==> config.mk <==
export PLATFORM = sky130hd
export DESIGN_NAME = csim_front
export DESIGN_NICKNAME = d
export VERILOG_FILES = /design/src/design/csim_pkg.sv /design/src/design/csim_front.sv
export SDC_FILE = /design/constraint.sdc
export NUM_CORES = 2
export LEC_CHECK = 0
export BUFFER_PORTS_ARGS = -buffer_cell sky130_fd_sc_hd__buf_4
export CORE_MARGIN = 5
export CORE_UTILIZATION = 60
export DETAILED_ROUTE_END_ITERATION = 10
export PLACE_DENSITY = 0.87
export SLEW_MARGIN = 10
export SYNTH_ARGS = -nofsm -noshare
export SYNTH_HDL_FRONTEND = slang
export SYNTH_SLANG_ARGS = --single-unit
==> constraint.sdc <==
create_clock -name clk -period 10.8 [get_ports clk]
set_input_delay 2.16 -clock clk [delete_from_list [all_inputs] [get_ports clk]]
set_output_delay 2.16 -clock clk [all_outputs]
set_load 0.05 [all_outputs]
==> src/design/csim_pkg.sv <==
// Shared types and constants for the streaming cosine similarity core.
`timescale 1ns / 1ps
package csim_pkg;

  localparam int ELEM_W  = 16;
  localparam int DOT_W   = 44;
  localparam int NORM_W  = 43;
  localparam int QDEPTH  = 4;
  localparam int QPTR_W  = $clog2(QDEPTH);
  localparam int QCNT_W  = QPTR_W + 1;
  localparam int SIM_W   = 16;

  // Accumulated sums of one finished vector pair.
  typedef struct packed {
    logic signed [DOT_W-1:0] dot;
    logic [NORM_W-1:0]       norm_a;
    logic [NORM_W-1:0]       norm_b;
  } acc_t;

endpackage

==> src/design/csim_front.sv <==
// Front end: element products, saturating sums, one pair/cycle unless in_full.
`timescale 1ns / 1ps
module csim_front (
  input  logic                                 clk,
  input  logic                                 rst_n,
  input  logic                                 in_push,
  input  logic signed [csim_pkg::ELEM_W-1:0]   in_a_value,
  input  logic signed [csim_pkg::ELEM_W-1:0]   in_b_value,
  input  logic                                 in_is_last,
  output logic                                 in_full,
  input  logic [csim_pkg::QCNT_W-1:0]          q_count,
  output logic                                 q_push,
  output csim_pkg::acc_t                       q_wdata
);
  import csim_pkg::*;

  logic                    s1_vld_r, s1_last_r;
  logic signed [31:0]      pab_r;
  logic [30:0]             paa_r, pbb_r;
  logic signed [DOT_W-1:0] dot_r, dot_nxt;
  logic [NORM_W-1:0]       na_r, na_nxt, nb_r, nb_nxt;
  logic signed [DOT_W:0]   dot_sum;
  logic [NORM_W:0]         na_sum, nb_sum;
  logic signed [31:0]      paa_full, pbb_full;
  logic                    accept;
  logic [QCNT_W:0]         used;

  // A last pair still in the product stage has a queue slot reserved for it.
  assign used    = {1'b0, q_count} + {{QCNT_W{1'b0}}, s1_vld_r & s1_last_r};
  assign in_full = used >= (QCNT_W+1)'(QDEPTH);
  assign accept  = in_push & ~in_full;

  assign paa_full = in_a_value * in_a_value;
  assign pbb_full = in_b_value * in_b_value;

  always_ff @(posedge clk) begin
    if (!rst_n) begin
      s1_vld_r  <= 1'b0;
      s1_last_r <= 1'b0;
    end else begin
      s1_vld_r  <= accept;
      s1_last_r <= in_is_last;
    end
    if (accept) begin
      pab_r <= in_a_value * in_b_value;
      paa_r <= paa_full[30:0];
      pbb_r <= pbb_full[30:0];
    end
  end

  always_comb begin
    dot_sum = {dot_r[DOT_W-1], dot_r} + (DOT_W+1)'(pab_r);
    na_sum  = {1'b0, na_r} + (NORM_W+1)'(paa_r);
    nb_sum  = {1'b0, nb_r} + (NORM_W+1)'(pbb_r);
    if (dot_sum[DOT_W] != dot_sum[DOT_W-1]) begin
      dot_nxt = dot_sum[DOT_W] ? {1'b1, {(DOT_W-1){1'b0}}} : {1'b0, {(DOT_W-1){1'b1}}};
    end else begin
      dot_nxt = dot_sum[DOT_W-1:0];
    end
    na_nxt = na_sum[NORM_W] ? {NORM_W{1'b1}} : na_sum[NORM_W-1:0];
    nb_nxt = nb_sum[NORM_W] ? {NORM_W{1'b1}} : nb_sum[NORM_W-1:0];
  end

  assign q_push         = s1_vld_r & s1_last_r;
  assign q_wdata.dot    = dot_nxt;
  assign q_wdata.norm_a = na_nxt;
  assign q_wdata.norm_b = nb_nxt;

  always_ff @(posedge clk) begin
    if (!rst_n) begin
      dot_r <= '0;
      na_r  <= '0;
      nb_r  <= '0;
    end else if (s1_vld_r) begin
      if (s1_last_r) begin
        dot_r <= '0;
        na_r  <= '0;
        nb_r  <= '0;
      end else begin
        dot_r <= dot_nxt;
        na_r  <= na_nxt;
        nb_r  <= nb_nxt;
      end
    end
  end

endmodule

# Word-level counts from Yosys, hierarchy flattened
# Cells that the tools add are included.
[word_totals]
regBits = 226
word_cells = 27
[op_classes]
n_addsub = 4
mul = 3
order_cmp = 1
n_eq_ne = 1
n_mux = 7
bitwise_logic = 3
[op_table]
columns = ["operator", "count"]
rows = [
  ["$mux 43", 4],
  ["$mux 44", 3],
  ["$add 43x31->44", 2],
  ["$mul 16x16->31", 2],
  ["$add 44x32->45", 1],
  ["$mul 16x16->32", 1],
  ["$add 3x1->4", 1],
  ["$ge 4x3->1 const B", 1],
  ["$and 1x1->1", 2],
  ["$ne 1x1->1", 1],
  ["$not 1->1", 1],
]

# Logic depth before layout (Yosys ltp)
[depth]
ltp_word = 5
ltp_mapped = 26
ltp_nobuf = 24

# Worst setup path before layout
# OpenSTA, ideal clock, no wires.
[synth_timing]
path_type = "in2reg"
startpoint = "input port in_a_value[15] (netlist bit)"
endpoint = "register paa_r[29], data pin"
setup_ps = 261
t_arrival_ps = 8045
required_ps = 10539
setup_slack_ps = 2494
cell_stages = 22
path_cell_list = "clkbuf_1 -> inv_1 -> clkbuf_1 -> buf_1 -> nor2_1 -> fa_1 -> inv_1 -> fa_1 -> inv_1 -> fa_1 -> fa_1 -> fa_1 -> inv_1 -> fa_1 -> inv_1 -> ha_1 -> nand3_1 -> o22a_1 -> o31ai_1 -> or4_1 -> and3_1 -> a311o_1"
[synth_via]
elab_chain_len = 1
[synth_lines]
columns = ["element", "line", "text"]
rows = [
  ["start: declaration", "csim_front.sv:7", "input logic signed [csim_pkg::ELEM_W-1:0] in_a_value,"],
  ["$mul 16x16->31", "csim_front.sv:33", "assign paa_full = in_a_value * in_a_value;"],
  ["via paa_full[29]", "csim_front.sv:24", "logic signed [31:0] paa_full, pbb_full;"],
  ["end signal: assignment", "csim_front.sv:46", "paa_r <= paa_full[30:0];"],
  ["end: declaration", "csim_front.sv:19", "logic [30:0] paa_r, pbb_r;"],
]
# The timed path passes the listed nets, and every way through them passes these cells.
# A chain may end at the register's enable or synchronous reset.

# Worst setup path in the final report
[layout_timing]
startpoint = "input port in_b_value[3] (netlist bit)"
endpoint = "register pbb_r[30], data pin"
[layout_via]
elab_chain_len = 1
[layout_lines]
columns = ["element", "line", "text"]
rows = [
  ["start: declaration", "csim_front.sv:8", "input logic signed [csim_pkg::ELEM_W-1:0] in_b_value,"],
  ["$mul 16x16->31", "csim_front.sv:34", "assign pbb_full = in_b_value * in_b_value;"],
  ["via pbb_full[30]", "csim_front.sv:24", ""],
  ["end signal: assignment", "csim_front.sv:47", "pbb_r <= pbb_full[30:0];"],
  ["end: declaration", "csim_front.sv:19", ""],
]
# The timed path passes the listed nets, and every way through them passes these cells.

==> results.toml <==
[clocking]
holdBufCountCts = 0
clkSinkCount = 224
ctsResizeCount = 0
ctsLongestPathBuffers = 3
insertion_delay_ns = 0.58
htree_num_levels = 1
cts_buffers = 27
cts_root_buf = "clkbuf_16"
clk_pin_slew_ns = 0.08
cts_setup_buffers = 0
cts_tree = "yes"

[global_route]
grt_pass1_vias = 33647
busiest_layer = "met2"
antenna_found_initial = 1
grtUsageMet2 = 0.466
grt_max_degree = 87
use_met1 = 0.346
grtUsageTotal = 0.272
grt_use_met3 = 0.0436
grt_overflow = 0
grt_pass1_wl_microns = 166000

[setup_path]
cp_slowest_stage_delay_ns = 0.61
cp-end-kind = "register"
critical_path.startpoint_type = "input port"
worst_path_most_repeated_cell = "fa_1"
critical_path.cell_chain = "buf_4, clkinv_1, nor2_1, fa_1, fa_1, fa_1, fa_1, fa_1, inv_1, fa_1, inv_1, ha_1, a21o_1, a21o_1, a21oi_1, o22ai_1, or2_2, a21oi_1, a311oi_1, a21o_1, a21oi_1, xnor2_1"
crit_start = "in_b_value[3]"
critical_path.top_delay_family = "adder cells"
critical_path.slowest_cell = "fa_1"
worstSetupPathType = "input port to register"
cp_num_buf_inv = 4
arrival_ns = 8.83
crit_fanout = 27
r2r-start = "pab_r[31]$_DFFE_PP_"
critPathRequiredTime_ns = 11.12

[timing]
tightestPinTransition_ns = 1.11
hold_viol_final = 0
min_period_over_period = 0.788
maxSlewViolCount = 0
max_slew_margin = 0.260
rsz0062_at_grt = "no"
max_freq_ghz = 0.117
setup_viol = 0
tns_ns = 0
skew_ns = 0.0243
final.min_clock_period_ns = 8.51

[job]
drv_cap = 0

[routing]
drcViolationCount = 0
drt-initial-drc-count = 2092
routed_via_density = 5.78
vias = 31410
ant_nets = 0
dr.pass1.iters = 8
postRouteWirelength_microns = 99300
avgRoutedWirePerCell_microns = 18.3

[synthesis]
syn_nets = 5622
ys_warn_count = 0
synth_edf_count = 92
ys_ff_latch = 224
seq_area_frac_synth = 0.132
synth_area_sq_um = 40800
ys_types = 95
async_reset_ff_frac = 0
avgSynthCellArea_sq_um = 9.08
synth_cells = 4500
synthFlopType = "dfxtp_1"

[worst_hold_path]
holdCritStartpoint = "dot_r[10]$_SDFFE_PN0P_"
worstHoldPathType = "register to register"

[finish]
layout.cells.non_filler = 5432
synthToLayoutAreaGrowth_pct = 6.59
drive_gt1_frac = 0.0630
layout_common_cells = "957 x inv_1, 721 x fa_1, 480 x nand2_1, 362 x ha_1, 242 x nor2_1"
fillCellCount = 5122
final_util = 0.646
design_area_sq_um = 43500
nets = 5659
layout_commonest_cell = "inv_1"

[floorplanning]
num_rows = 95
die_w_microns = 271
start_util = 0.606
dieArea_sq_um = 73400
core_sq_um = 67400
die_h_microns = 271
ios = 171

[placed_design]
dpl.cell_count = 5381
io_buffers = 170
gp_congestion = 0.935
dp_hpwl_microns = 78900
placed_area_sq_um = 42600

[status]
status = "completed"
[routing by layer]
metal  vias to the layer above  part of all wire
li1                      14208                 -
met1                     15583              0.39
met2                      1285              0.49
met3                       332             0.077
met4                         2             0.045
met5                         -           0.00013
[final cells by class]
class	instances	area, sq um	share of cell area
tap	873	1090	0.0251
inverter	964	3620	0.0831
multi-input combinational	3141	31200	0.716
antenna	1	2.50	0.0000575
sequential	224	5410	0.124
timing repair buffer	179	1340	0.0309
clock inverter	16	198	0.00454
clock buffer	34	722	0.0166
[metrics by stage]
| stage | hold WS, ns | setup WS [ns] |
|---|---|---|
| after floorplan | 0.429 | 2.49 |
| after global placement | 0.439 | 2.02 |
| after detailed placement | 0.448 | 1.80 |
| after CTS | 0.457 | 2.39 |
| after global routing | 0.471 | 1.98 |
| final | 0.456 | 2.29 |
[sequential cells by signal (all words and copies together), names as in the netlist]
name       cells
s1_last_r      1
pbb_r         30
dot_r         44
paa_r         30
s1_vld_r       1
nb_r          43
pab_r         32
na_r          43
[tightest hold or removal path, cell delays in order, from the launching register on]
cell and delay, ns:
dfxtp_1 0.31, nand2_1 0.05, o21ai_1 0.05
[Yosys cell counts, types with 9 or more instances]
| library cell | count | area, sq um |
|---|---|---|
| nor2_1 | 242 | 908 |
| a31o_2 | 13 | 114 |
| nand2_1 | 480 | 1800 |
| mux2_2 | 10 | 113 |
| and2_1 | 170 | 1060 |
| maj3_1 | 14 | 140 |
| o21a_1 | 14 | 105 |
| a211oi_1 | 11 | 82.6 |
| buf_2 | 13 | 65.1 |
| edfxtp_1 | 92 | 2760 |
| nor3_1 | 26 | 130 |
| xor2_1 | 78 | 683 |
| a21oi_1 | 162 | 811 |
| and3_1 | 35 | 219 |
| xnor2_1 | 153 | 1340 |
| o21ai_1 | 22 | 110 |
| o31ai_1 | 12 | 90.1 |
| or2_2 | 9 | 56.3 |
| clkbuf_1 | 146 | 548 |
| a21o_1 | 96 | 721 |
| o211ai_1 | 15 | 113 |
| inv_1 | 957 | 3590 |
| a31oi_1 | 19 | 119 |
| dfxtp_1 | 132 | 2640 |
| a22oi_1 | 18 | 135 |
| nand3_1 | 47 | 235 |
| nor2b_1 | 37 | 231 |
| o21ai_0 | 94 | 470 |
| a21boi_0 | 9 | 67.6 |
| ha_1 | 362 | 4530 |
| nand2b_1 | 28 | 175 |
| a22o_1 | 54 | 473 |
| o21bai_1 | 29 | 218 |
| nand4_1 | 21 | 131 |
| a221o_1 | 17 | 170 |
| fa_1 | 721 | 14400 |
[logic make-up after synthesis]
group,synth area share
simple gates,0.129
buf+inv,0.105
fa+ha+maj,0.468
compound gates,0.111
xor+xnor,0.0502
flops,0.132
mux,0.00459
[worst paths after layout]
check / endpoint / slack (ns) / cells past startpoint
worst max-delay path: pbb_r[30]$_DFFE_PP_ / 2.29 / 22
worst min-delay path: dot_r[10]$_SDFFE_PN0P_ / 0.46 / 2
worst min register to register: dot_r[10]$_SDFFE_PN0P_ / 0.46 / 2
worst max register to register: dot_r[22]$_SDFFE_PN0P_ / 5.95 / 11
Power is left out: the tool's default activity adds up to more than one toggle a clock period on the data nets, which glitch-free logic cannot reach.
