File: config.mk
export PLATFORM = sky130hd
export DESIGN_NAME = csim_queue
export DESIGN_NICKNAME = d
export VERILOG_FILES = /design/src/design/csim_pkg.sv /design/src/design/csim_queue.sv
export SDC_FILE = /design/constraint.sdc
export NUM_CORES = 1
export LEC_CHECK = 0
export BUFFER_PORTS_ARGS = -buffer_cell sky130_fd_sc_hd__buf_2
export CAP_MARGIN = 25
export CORE_ASPECT_RATIO = 1.25
export CORE_MARGIN = 5
export CORE_UTILIZATION = 35
export CTS_CLUSTER_SIZE = 20
export DETAILED_ROUTE_END_ITERATION = 7
export PLACE_DENSITY_LB_ADDON = 0.1
export SLEW_MARGIN = 30
export SYNTH_ARGS = -nofsm -noshare
export SYNTH_HDL_FRONTEND = slang
export SYNTH_SLANG_ARGS = --single-unit
File: constraint.sdc
create_clock -name clk -period 5.4 [get_ports clk]
set_clock_uncertainty 0.2 [all_clocks]
set_input_delay 0.81 -clock clk [delete_from_list [all_inputs] [get_ports clk]]
set_output_delay 0.81 -clock clk [all_outputs]
set_load 0.005 [all_outputs]
File: src/design/csim_pkg.sv
// Shared types and constants for the streaming cosine similarity core.
`timescale 1ns / 1ps
package csim_pkg;

  localparam int ELEM_W  = 16;
  localparam int DOT_W   = 44;
  localparam int NORM_W  = 43;
  localparam int QDEPTH  = 4;
  localparam int QPTR_W  = $clog2(QDEPTH);
  localparam int QCNT_W  = QPTR_W + 1;
  localparam int SIM_W   = 16;

  // Accumulated sums of one finished vector pair.
  typedef struct packed {
    logic signed [DOT_W-1:0] dot;
    logic [NORM_W-1:0]       norm_a;
    logic [NORM_W-1:0]       norm_b;
  } acc_t;

endpackage

File: src/design/csim_queue.sv
// Short queue of finished accumulator sets between front and back.
`timescale 1ns / 1ps
module csim_queue (
  input  logic                        clk,
  input  logic                        rst_n,
  input  logic                        push,
  input  csim_pkg::acc_t              wdata,
  input  logic                        pop,
  output csim_pkg::acc_t              rdata,
  output logic                        empty,
  output logic [csim_pkg::QCNT_W-1:0] count
);
  import csim_pkg::*;

  acc_t              mem [QDEPTH];
  logic [QPTR_W-1:0] wr_r, rd_r;
  logic [QCNT_W-1:0] cnt_r;
  logic              do_pop;

  assign empty  = (cnt_r == '0);
  assign count  = cnt_r;
  assign rdata  = mem[rd_r];
  assign do_pop = pop & ~empty;

  always_ff @(posedge clk) begin
    if (push) begin
      mem[wr_r] <= wdata;
    end
  end

  always_ff @(posedge clk) begin
    if (!rst_n) begin
      wr_r  <= '0;
      rd_r  <= '0;
      cnt_r <= '0;
    end else begin
      if (push) wr_r <= wr_r + 1'b1;
      if (do_pop) rd_r <= rd_r + 1'b1;
      cnt_r <= cnt_r + QCNT_W'(push) - QCNT_W'(do_pop);
    end
  end

endmodule

Yosys cells after proc, flatten, opt, wreduce, memory -nomap -nowiden
Memories as Yosys holds them, arrays and structs flattened. A register that Yosys moved wholly into a read port is not among the register bits.
Index checks and enable logic that the tools add are counted.
{"block": "totals", "ff_bits": 7, "mem_bits_rw": 520, "inputBits": 134, "out_inout_bits": 134, "elab_cells": 15, "mem_count": 1}
{"memory": "mem", "words": 4, "word_bits": 130, "rd": 1, "rd_clocked_by_memory_dff": 1, "write_ports": 1, "line": "csim_queue.sv:15", "text": "acc_t mem [QDEPTH];"}
{"block": "classes", "addsub": 4, "mux": 4, "n_bitwise": 2, "n_reduce_logical": 1}
{"cell": "adder 2 x 1 -> 2 bit, second input constant", "n": 2}
{"cell": "2-to-1 mux 2 bit", "n": 2}
{"cell": "adder 3 x 1 -> 3 bit", "n": 1}
{"cell": "zero test 3 bit", "n": 1}
{"cell": "subtractor 3 x 1 -> 3 bit", "n": 1}
{"cell": "2-to-1 mux 1 bit", "n": 2}
{"cell": "AND 1 bit", "n": 1}
{"cell": "inverter 1 bit", "n": 1}

Longest topological paths before layout
Gate-level depths: netlist (run 1).
{"block": "logic_depth", "depth_word": 5, "mapped_depth": 8, "ltp_nobuf": 8}

Least setup slack after synthesis (run 1)
Ideal clock, no wire load.
{"block": "synth_timing", "path_type": "input to register", "from": "input push", "to": "memory mem[0][0] (netlist name) (enable)", "setup_ns": 0.504, "arrival_time_ns": 3.787, "required_ns": 4.696, "setup_slack_ns": 0.908, "path_stages": 1, "path_buffers": 0, "path_cell_list": "and2_1"}
{"block": "synth_via", "elab_chain_cells": 2}
{"item": "start, declared", "line": "csim_queue.sv:6", "text": "input logic push,"}
{"item": "2-to-1 mux 1 bit", "line": "csim_queue.sv:26", "text": "if (push) begin"}
{"item": "2-to-1 mux 1 bit (implied by the code)", "line": "csim_queue.sv:27", "text": "mem[wr_r] <= wdata;"}
{"item": "end, declared", "line": "csim_queue.sv:15"}
No other way between the ends.

==> run summary, run 1 <==
HP Start: wdata[121]
peak supply drop: 0.2466 mV
Ys Warns: 0
CP Max Fanout: 71
Compound-Gate Fraction of Synth Area: 0.0009064
Max Buffers Root-to-Sink: 3
setup violators final: 0
switch share: 0.2398
share of flip-flops with an asynchronous set or reset: 0
DR vias: 8600
DR WL/cell: 22.75 um
initial core utilization: 0.3528
DP HPWL: 24.34 mm
cell family contributing the most delay on the critical path: multiplexers
Sequential Power Share: 0.486
share of layout cells above drive strength 1: 0.4558
slowest CP cell: mux4_2
Pleak: 7.623 nW
Synth Area in Adders: 0.004920
Psw: 0.002362 W
Max-slew headroom: 0.4136
first-pass GRT wire length: 61.24 mm
Pwr Density: 426.2 nW/um2
die height: 272.7 um
Synth Area in XOR/XNOR: 0.001619
Buf+Inv Stages, Crit Path: 2
RSZ-0062 raised after global routing: false
1st-iter DRT viols: 382
final core utilization: 0.4218
number of synthesized register bits: 529
worst setup path class: reg2out
most frequent cells in the layout: 520 x edfxtp_1, 267 x buf_2, 130 x mux4_2, 54 x clkbuf_16, 21 x clkbuf_1
clock share of power: 0.349
kind of start point of the critical path: register
CTS root buf: clkbuf_16
mux share of post-synthesis cell area: 0.1536
die area: 60050 um2
placer congestion estimate: 0.6823
Syn Inst Count: 722
CTS tree: yes
f_max: 301.7 MHz
hold_buf cts: 0
Total Neg Setup Slack: 0 ps
Final ANT Viol Nets: 0
critical path's largest stage delay: 620 ps
Place WS: 2464 ps
Die Wd: 220.2 um
CTS Buf Count: 54
P_int: 0.007486 W
predominant post-synthesis flop cell: edfxtp_1
actual slew at the worst max-slew pin: 879.7 ps
H-tree depth: 2
simple logic cell fraction of the synthesized area: 0.004208
Cell Chain, Critical Path: buf_12, mux4_2, buf_2
area of the mapped netlist: 19330 um2
area of the multi-input gates: 3203 um2
fin. max-slew vios: 0
drt pass-1 iters: 4
Hold Violations, Final: 0
Total GRT Usage: 0.1361
clk slew on worst S/H paths: 60 ps
Req. time, crit path: 4390 ps
Area Overhead vs Synth: 19.55%
Mean Syn Cell Area: 26.77 um2
Nets: 1170
vias in the first global route: 9305
gr ovfl total: 0
Worst Setup End Kind: primary output
I/O pin cnt: 268
vias per cell: 4.738
Syn Nets: 863
status: completed
Worst Hold Class: in2reg
EDFF count, synth: 520
largest net degree at the start of global routing: 78
num rows: 96
Sequential Area: 15800 um2
CP Data Arrival Time: 2300 ps
largest family of logic cells by synthesized area: multiplexers
initial antenna violation count: 8
Logic pwr share: 0.165
sequential element share of the synthesized area: 0.8173
drt drc: 0
CORE AREA: 54770 um2
CTS sink count: 529
R2R Setup Slk: 3050 ps
Clock Latency Late Sink: 580 ps
total of max-cap violations: 0
port bufs: 267
postcts setup bufs: 0
most common cell after layout, fill and taps aside: edfxtp_1
fin worst setup slack: 2086 ps
Worst R2R Start: wr_r[0]$_SDFFE_PN0P_
post-cts resize count: 0
crit share post-route: 0.6137
Tmin final: 3314 ps
WL final: 41.30 mm
Distinct cells, synth: 22
fillers: 4889
## flip-flops by register name, indices dropped and copies added (netlist names), named ones only
register and flops:
mem 520, count 3, rd_r 2, wr_r 2
## cells in the mapped netlist, types with 2 or more instances
master    count  share of area
dfxtp_1       9         0.0093
mux4_2      130           0.15
nand2_1       2        0.00039
buf_1         3        0.00058
edfxtp_1    520           0.81
ha_1          6         0.0039
buf_4         3         0.0012
and2_1        6         0.0019
inv_1         5        0.00097
buf_12       11          0.011
buf_2        10         0.0026
nand2b_1      2        0.00065
nor2b_1       3        0.00097
mux2i_1       4         0.0021
## path summary, 6_finish.rpt
check                     endpoint  depth (start not counted)
min          mem[1][121]$_DFFE_PP_                          1
max reg2reg   mem[3][80]$_DFFE_PP_                          3
min reg2reg               register                          2
max                      rdata[37]                          3
## power groups by stage
stage                     clock (W)  sequential, W  combinational [W]
after floorplan                   0        0.00488            0.00110
after global placement            0        0.00487            0.00171
after detailed placement          0        0.00488            0.00171
after CTS                   0.00357        0.00479            0.00171
after global routing        0.00375        0.00480            0.00179
final                       0.00344        0.00479            0.00162
## routing by layer
layer,GRT usage,vias to the layer above,share of wire
li1,-,3756,-
met1,0.1811,4564,0.41
met2,0.2201,204,0.49
met3,0.04310,70,0.071
met4,0.03286,6,0.020
met5,0,-,0.00094
## cell type report
| cell class | instances | area share |
|---|---|---|
| antenna | 5 | 0.0005416 |
| clock buffer | 77 | 0.06309 |
| clock inverter | 25 | 0.007257 |
| inverter | 5 | 0.0008123 |
| multi-input combinational | 159 | 0.1386 |
| sequential | 529 | 0.6840 |
| tap | 735 | 0.03981 |
| timing repair buffer | 280 | 0.06585 |
## metrics by stage
step           total power (W)  std cells  hold slack, ps  instance area, um2
6_report              0.009847       1815           232.2               23100
5_1_grt                0.01034       1810           190.4               23090
4_1_cts                0.01007       1810           178.1               23090
3_5_place_dp          0.006582       1708           263.5               21470
3_3_place_gp          0.006574       1708           246.7               21470
2_1_floorplan         0.005978        722           248.9               19330
## cell families (layout without fill, tap and decap cells)
logic type	after synthesis	count (layout)
AO/OA/AOI/OAI	2	2
other	0	5
flip-flops	529	529
AND/OR/NAND/NOR	14	14
adder cells (fa/ha/maj)	7	7
buffers and inverters	34	387
multiplexers	134	134
XOR/XNOR	2	2
(Power assumes the default switching activity.)
==> run 2: changes to the inputs <==
==> constraint.sdc (replaced) <==
create_clock -name clk -period 3 [get_ports clk]
set_clock_uncertainty 0.2 [all_clocks]
set_input_delay 0.45 -clock clk [delete_from_list [all_inputs] [get_ports clk]]
set_output_delay 0.45 -clock clk [all_outputs]
set_load 0.005 [all_outputs]
==> run 2 against run 1 <==
Register-to-register slack got worse by 2300 ps; non-clock buffer count rose by 147; worst hold slack got worse by 120 ps; count of clock-buffer cells in the layout did not move; via count rose by 5.3%; sequential share of layout area fell by 4.5 points; routed wire length rose by 0.71%; clock power rose by 83%; setup slack got worse by 1900 ps; utilization rose by 3.0 points; critical path type unchanged.
==> run summary, run 2 (synthesized netlist as in run 1, its figures left out) <==
Tmin final: 2767 ps
vias in the first global route: 10070
DR vias: 9055
Req. time, crit path: 2350 ps
Pleak: 8.317 nW
Area Overhead vs Synth: 27.94%
actual slew at the worst max-slew pin: 709.5 ps
r2r worst-path depth: 8
drt drc: 0
first-pass GRT wire length: 62.62 mm
DP Area: 21670 um2
fin. max-slew vios: 0
CP Max Fanout: 49
Nets: 1317
total of max-cap violations: 0
clk slew on worst S/H paths: 60 ps
Total GRT Usage: 0.1381
worst setup path class: reg2out
initial core utilization: 0.3528
CP Data Arrival Time: 2120 ps
setup violators final: 0
vias per cell: 4.625
drt pass-1 iters: 4
status: completed
CTS Buf Count: 54
f_max: 361.4 MHz
fillers: 4785
RSZ-0062 raised after global routing: false
DP HPWL: 24.87 mm
Psw: 0.004274 W
share of layout cells above drive strength 1: 0.4110
final core utilization: 0.4514
Sequential Power Share: 0.476
die height: 272.7 um
die area: 60050 um2
Worst Setup End Kind: primary output
Max-slew headroom: 0.5210
cell depth of the worst min-delay path: 3
clock share of power: 0.347
CTS sink count: 529
CTS root buf: clkbuf_16
Worst Hold Class: in2reg
Final ANT Viol Nets: 0
Place WS: 664.1 ps
CTS tree: yes
most common cell after layout, fill and taps aside: edfxtp_1
R2R Setup Slk: 760 ps
WL final: 41.59 mm
Max Buffers Root-to-Sink: 3
Pwr Density: 734.3 nW/um2
I/O pin cnt: 268
kind of start point of the critical path: register
largest net degree at the start of global routing: 61
num rows: 96
most frequent cells in the layout: 520 x edfxtp_1, 267 x buf_2, 131 x dlygate4sd3_1, 130 x mux4_2, 57 x clkbuf_16
max reg flops: 520
crit share post-route: 0.9224
hold slack: 108.6 ps
1st-iter DRT viols: 448
Clock Latency Late Sink: 580 ps
fin worst setup slack: 232.9 ps
P_int: 0.01388 W
post-route cell area: 24730 um2
H-tree depth: 2
Total Neg Setup Slack: 0 ps
Logic pwr share: 0.178
initial antenna violation count: 6
Die Wd: 220.2 um
port bufs: 267
CORE AREA: 54770 um2
switch share: 0.2354
gr ovfl total: 0
peak supply drop: 0.4523 mV
DR WL/cell: 21.24 um
Hold Violations, Final: 0
placer congestion estimate: 0.6771
Biggest register: mem
==> run 2: worst paths after layout <==
| kind | startpoint | endpoint |
|---|---|---|
| max | register | rdata[24] |
| min | push | wr_r[1]$_SDFFE_PN0P_ |
| max reg2reg | count[1]$_SDFF_PN0_ | count[2]$_SDFF_PN0_ |
| min reg2reg | rd_r[1]$_SDFFE_PN0P_ | rd_r[1]$_SDFFE_PN0P_ |
==> run 2: worst max-delay path: stages, from the launching register on <==
cell and delay, ps:
dfxtp_4 600, buf_12 360, mux4_2 400, buf_2 150
==> run 2: through the flow <==
stage / power (W) / cells
after floorplan: 0.01074 / 722
after global placement: 0.01192 / 1719
after detailed placement: 0.01193 / 1719
after CTS: 0.01847 / 1949
after global routing: 0.01903 / 1958
final: 0.01816 / 1958
==> run 2: routing by layer <==
layer	GRT usage	vias up	wire length (um)
li1	-	4054	-
met1	0.1818	4718	17530
met2	0.2305	220	20770
met4	0.03844	4	909
met5	0	-	28
met3	0.03346	59	2347
==> run 2: final cells by class <==
type / count / area, um2 / area share
Inverter: 5 / 18.77 / 0.0007591
Multi-Input combinational cell: 159 / 3203 / 0.1295
Sequential cell: 529 / 15800 / 0.6391
Clock buffer: 77 / 1501 / 0.06073
Tap cell: 735 / 919.6 / 0.03719
Antenna cell: 4 / 10.01 / 0.0004048
Timing Repair Buffer: 427 / 3114 / 0.1260
Clock inverter: 22 / 155.1 / 0.006275
==> run 2: timing repair <==
action	CTS	global route
hold endpoints to repair	528	0
endpoints found under the setup margin	0	38
buffers inserted	0	5
gates resized for setup	0	2
hold buffers	131	0
==> run 2: power groups by stage <==
stage                     registers [W]  logic, W  clock network, W
after floorplan                 0.00875   0.00198                 0
after global placement          0.00883   0.00309                 0
after detailed placement        0.00884   0.00309                 0
after CTS                       0.00869   0.00324           0.00654
after global routing            0.00867   0.00352           0.00684
final                           0.00864   0.00323           0.00629
